`src/sv/igit_pkg.sv`:
```
package igit_pkg;

	// Table depth and field widths
	localparam int ENTRIES_DEF = 64;
	localparam int GROUP_ID_W  = 7;
	localparam int QUEUE_DEPTH = 2;

	// Result status codes
	localparam logic STATUS_OK   = 1'b0;
	localparam logic STATUS_FULL = 1'b1;

	// One input beat: the file identity
	typedef struct packed {
		logic [31:0] device_number;
		logic [63:0] inode_number;
	} in_beat_t;

	// One result beat
	typedef struct packed {
		logic [GROUP_ID_W-1:0] group_id;
		logic                  first_seen;
		logic                  status;
	} out_beat_t;

endpackage

```
`src/sv/igit_fifo.sv`:
```
module igit_fifo import igit_pkg::*; #(
	parameter type beat_t = in_beat_t,
	parameter int  DEPTH  = QUEUE_DEPTH
) (
	input  logic  clk,
	input  logic  arst_n,
	input  logic  push,
	output logic  full,
	input  beat_t wdata,
	input  logic  pop,
	output logic  empty,
	output beat_t rdata
);

	localparam int PW = (DEPTH > 1) ? $clog2(DEPTH) : 1;
	localparam int CW = $clog2(DEPTH + 1);

	beat_t           slot_q [DEPTH];
	logic [PW-1:0]   wr_ptr_q;
	logic [PW-1:0]   rd_ptr_q;
	logic [CW-1:0]   fill_q;
	logic            do_push;
	logic            do_pop;

	assign full    = (fill_q == CW'(DEPTH));
	assign empty   = (fill_q == '0);
	assign do_push = push && !full;
	assign do_pop  = pop && !empty;
	assign rdata   = slot_q[rd_ptr_q];

	// Pointers and fill level
	always_ff @(posedge clk or negedge arst_n) begin
		if (!arst_n) begin
			wr_ptr_q <= '0;
			rd_ptr_q <= '0;
			fill_q   <= '0;
		end else begin
			if (do_push) begin
				wr_ptr_q <= (wr_ptr_q == PW'(DEPTH - 1)) ? '0 : wr_ptr_q + PW'(1);
			end
			if (do_pop) begin
				rd_ptr_q <= (rd_ptr_q == PW'(DEPTH - 1)) ? '0 : rd_ptr_q + PW'(1);
			end
			if (do_push && !do_pop) begin
				fill_q <= fill_q + CW'(1);
			end else if (do_pop && !do_push) begin
				fill_q <= fill_q - CW'(1);
			end
		end
	end

	// Beat storage
	always_ff @(posedge clk) begin
		if (do_push) begin
			slot_q[wr_ptr_q] <= wdata;
		end
	end

endmodule

```
`config.mk`:
```
export PLATFORM = sky130hd
export DESIGN_NAME = igit_fifo
export DESIGN_NICKNAME = d
export VERILOG_FILES = /design/src/sv/igit_pkg.sv /design/src/sv/igit_fifo.sv
export SDC_FILE = /design/constraint.sdc
export NUM_CORES = 1
export LEC_CHECK = 0
export ABC_AREA = 1
export ABC_CLOCK_PERIOD_IN_PS = 7100
export BUFFER_PORTS_ARGS = -buffer_cell sky130_fd_sc_hd__buf_2
export CAP_MARGIN = 20
export CORE_ASPECT_RATIO = 0.7
export CORE_MARGIN = 3
export CORE_UTILIZATION = 35
export CTS_CLUSTER_DIAMETER = 150
export CTS_CLUSTER_SIZE = 10
export DETAILED_ROUTE_END_ITERATION = 8
export PLACE_DENSITY = 0.55
export REMOVE_ABC_BUFFERS = 1
export SYNTH_ARGS = -nofsm -noshare
export SYNTH_HDL_FRONTEND = slang
export SYNTH_SLANG_ARGS = --single-unit
```
`constraint.sdc`:
```
create_clock -name clk -period 7.1 [get_ports clk]
set_input_delay 0 -clock clk [delete_from_list [all_inputs] [get_ports clk]]
set_output_delay 0 -clock clk [all_outputs]
set_load 0.01 [all_outputs]
```
==> flow_metrics.py <==
metrics = {
    "run_status": {
        "status": "finished, final reports clean",
    },
    "synth": {
        "synth_top_area_share_pct": 79.8,
        "synth_compound_area_share_pct": 0.139,
        "synth_mux_area_share_pct": 0,
        "synthXorXnorAreaFrac_pct": 0.121,
        "syn-instance-count": 533,
        "ys_ff_latch": 196,
        "synth_top_cell_by_area": "edfxtp_1",
        "synth_top_family_by_area": "simple AND/OR/NAND/NOR gates",
        "seq_area_frac_synth_pct": 81.2,
        "synth.avg_cell_area_um2": 13.5,
        "yosys_warnings": 0,
        "synth.distinct_cells": 15,
        "yosys.area_share.adder_pct": 0.173,
        "synth.area.top_cells": "edfxtp_1 (80%), nand2_1 (15%), dfrtp_1 (1.4%)",
        "synth-simple-area-share_pct": 15.9,
        "synthesis.area_um2": 7220,
    },
    "timing": {
        "timing.final.crit_share_pct": 35.1,
        "fin_skew_ps": 7.64,
        "slew_viol_final": 0,
        "min_period_ps": 2490,
        "setup_viol": 0,
        "tns_ps": 0,
        "fmax_mhz": 401,
        "worst_pin_slew_ps": 703,
        "rsz0062_at_grt": "false",
        "final-hold-violation-count": 0,
        "max_slew_margin_pct": 53.1,
    },
    "drt": {
        "ant_nets": 0,
        "via_count": 4861,
        "drt_first_pass_iters": 6,
        "first_iter_violations": 337,
        "drc": 0,
        "wl_per_cell_um": 14.8,
        "via_per_inst": 4.36,
        "wirelength_mm": 16.5,
    },
    "worst_setup_path": {
        "critical_path_arrival_ps": 2540,
        "r2r_end": "slot_q[0][30]",
        "path_class": "reg -> reg",
        "worst_setup_path_end_kind": "flop",
        "cp_max_fo": 50,
        "reg2regPathDepth": 6,
        "cp_num_buf_inv": 3,
        "r2r_start": "fill_q[1]",
        "max_stage_delay_ps": 670,
        "critical_path.most_common_cell": "nor2_1",
        "cpMaxStageDelayCell": "buf_4",
        "r2r_setup_slack_ps": 4610,
        "cpLargestDelayFamily": "buffers and inverters",
        "required_ps": 7150,
        "cp_cell_sequence": "inv_1 > nor2_1 > nor2_1 > nand2_1 > inv_4 > buf_4",
        "start_kind": "flop",
    },
    "pwr": {
        "combinationalPowerShare_pct": 31.6,
        "internal_power_w": 0.00247,
        "powerDensity_nw_per_um2": 376,
        "p_seq_share_pct": 44.8,
        "peakVddDrop_v": 0.000141,
        "power_leakage_nw": 4.27,
        "clkPwrFrac_pct": 23.7,
        "power_switching_w": 0.00130,
        "finalPower_w": 0.00377,
        "swShare_pct": 34.6,
    },
    "grt": {
        "grt_pass1_vias": 4951,
        "grt_pass1_wl_mm": 25.5,
        "overflow": 0,
        "grt_max_degree": 98,
        "track_usage_pct": 14.8,
        "antenna_found_initial": 0,
    },
    "floorplan": {
        "dieArea_um2": 22400,
        "die_w_um": 178,
        "core_area_um2": 20000,
        "die_h_um": 126,
        "rows": 43,
        "io_pins": 198,
        "start_util_pct": 36.1,
    },
    "finish": {
        "drive_gt1_share_pct": 27.9,
        "fill_cells": 1746,
        "final_nets": 934,
        "diodes": 0,
        "final_common_cell": "nand2_1",
        "syn_to_final_growth_pct": 38.9,
        "seqCellArea_um2": 5870,
        "mostFrequentLayoutCells": "nand2_1 (297), buf_2 (197), edfxtp_1 (192), dlygate4sd3_1 (100), clkbuf_16 (17)",
        "multi_input_area_um2": 1190,
        "fin_util_pct": 50.1,
    },
    "clocking": {
        "ctsLongestPathBuffers": 2,
        "clkSinkCount": 196,
        "cts_made_buffers": 17,
        "htree_num_levels": 4,
        "tritoncts": "done",
        "clkTransAtPathRegs_ps": 70,
        "cts_root_buffer": "clkbuf_16",
        "post-cts-setup-buffers": 0,
        "clock_latency_ps": 420,
    },
    "placement": {
        "hpwl_mm": 9.82,
        "io_buffers": 197,
        "routabilityCongestion": 0.753,
    },
    "min_path": {
        "min_to": "slot_q[0][87]",
        "holdPathStages": 2,
        "hold_start": "wdata[87]",
        "hold_path.class": "in -> reg",
    },
    "job": {
        "drv_cap": 0,
    },
}
cell families after synthesis:
group                    after synthesis
AND/OR/NAND/NOR                      304
XOR/XNOR                               1
AO/OA/AOI/OAI                          2
flip-flops                           196
adder cells (fa/ha/maj)                1
buffers and inverters                 29
flip-flops by register name, indices dropped and copies added (netlist names):
name and cells:
fill_q 2, rd_ptr_q 1, slot_q 192, wr_ptr_q 1
metal layers:
metal / GRT usage, % / wire length (µm) / vias up
li1: - / - / 2389
met1: 18.9 / 7460 / 2309
met2: 24.0 / 7580 / 154
met3: 5.30 / 1300 / 9
met4: 4.01 / 130 / 0
met5: 0 / 0 / -
final cells by class:
| cell class | instances | area share [%] |
|---|---|---|
| multi-input cells | 308 | 11.8 |
| inverters | 8 | 0.349 |
| repair buffers | 302 | 20.4 |
| flip-flops and latches | 196 | 58.5 |
| clock inverters | 11 | 0.936 |
| clock buffers | 21 | 4.59 |
| well taps | 270 | 3.37 |
synth_stat cells:
| library cell | number |
|---|---|
| nor2_1 | 4 |
| nand4_1 | 1 |
| buf_6 | 4 |
| inv_4 | 1 |
| nand2_1 | 297 |
| o21ai_0 | 2 |
| buf_2 | 12 |
| ha_1 | 1 |
| buf_4 | 5 |
| xnor2_1 | 1 |
| nand3_1 | 1 |
| inv_1 | 7 |
| dfrtp_1 | 4 |
| nand3b_1 | 1 |
| edfxtp_1 | 192 |
power groups by stage:
stage | Clock (W) | Combinational (W) | Sequential, W
after floorplan | 0 | 0.000621 | 0.00173
after global placement | 0 | 0.00114 | 0.00171
after detailed placement | 0 | 0.00116 | 0.00172
after CTS | 0.000918 | 0.00121 | 0.00169
after global routing | 0.000972 | 0.00134 | 0.00172
final | 0.000891 | 0.00119 | 0.00169
through the flow:
stage / std cells / worst slack [ps] / hold WS [ps] / instance area [µm²]
2_1_floorplan: 512 / 1980 / -296 / 7080
3_3_place_gp: 983 / 4690 / -191 / 8450
3_5_place_dp: 983 / 4570 / -188 / 8450
4_1_cts: 1115 / 4540 / 275 / 10000
5_1_grt: 1116 / 4410 / 277 / 10000
6_report: 1116 / 4610 / 297 / 10000
worst max-delay path by stage:
stage,start,end,cells past startpoint
floorplan,fill_q[1],slot_q[1][0],3
global placement,fill_q[1],slot_q[0][12],6
detailed placement,fill_q[1],slot_q[0][45],6
CTS,rd_ptr_q,rdata[77],4
global route,fill_q[1],slot_q[0][91],6
finish,fill_q[1],slot_q[0][30],6
timing repair:
item,4_1_cts,5_1_grt
hold buffers,100,0
resized for setup,0,0
endpoints found under the hold margin,198,0
Power figures use the tool's default switching activity.
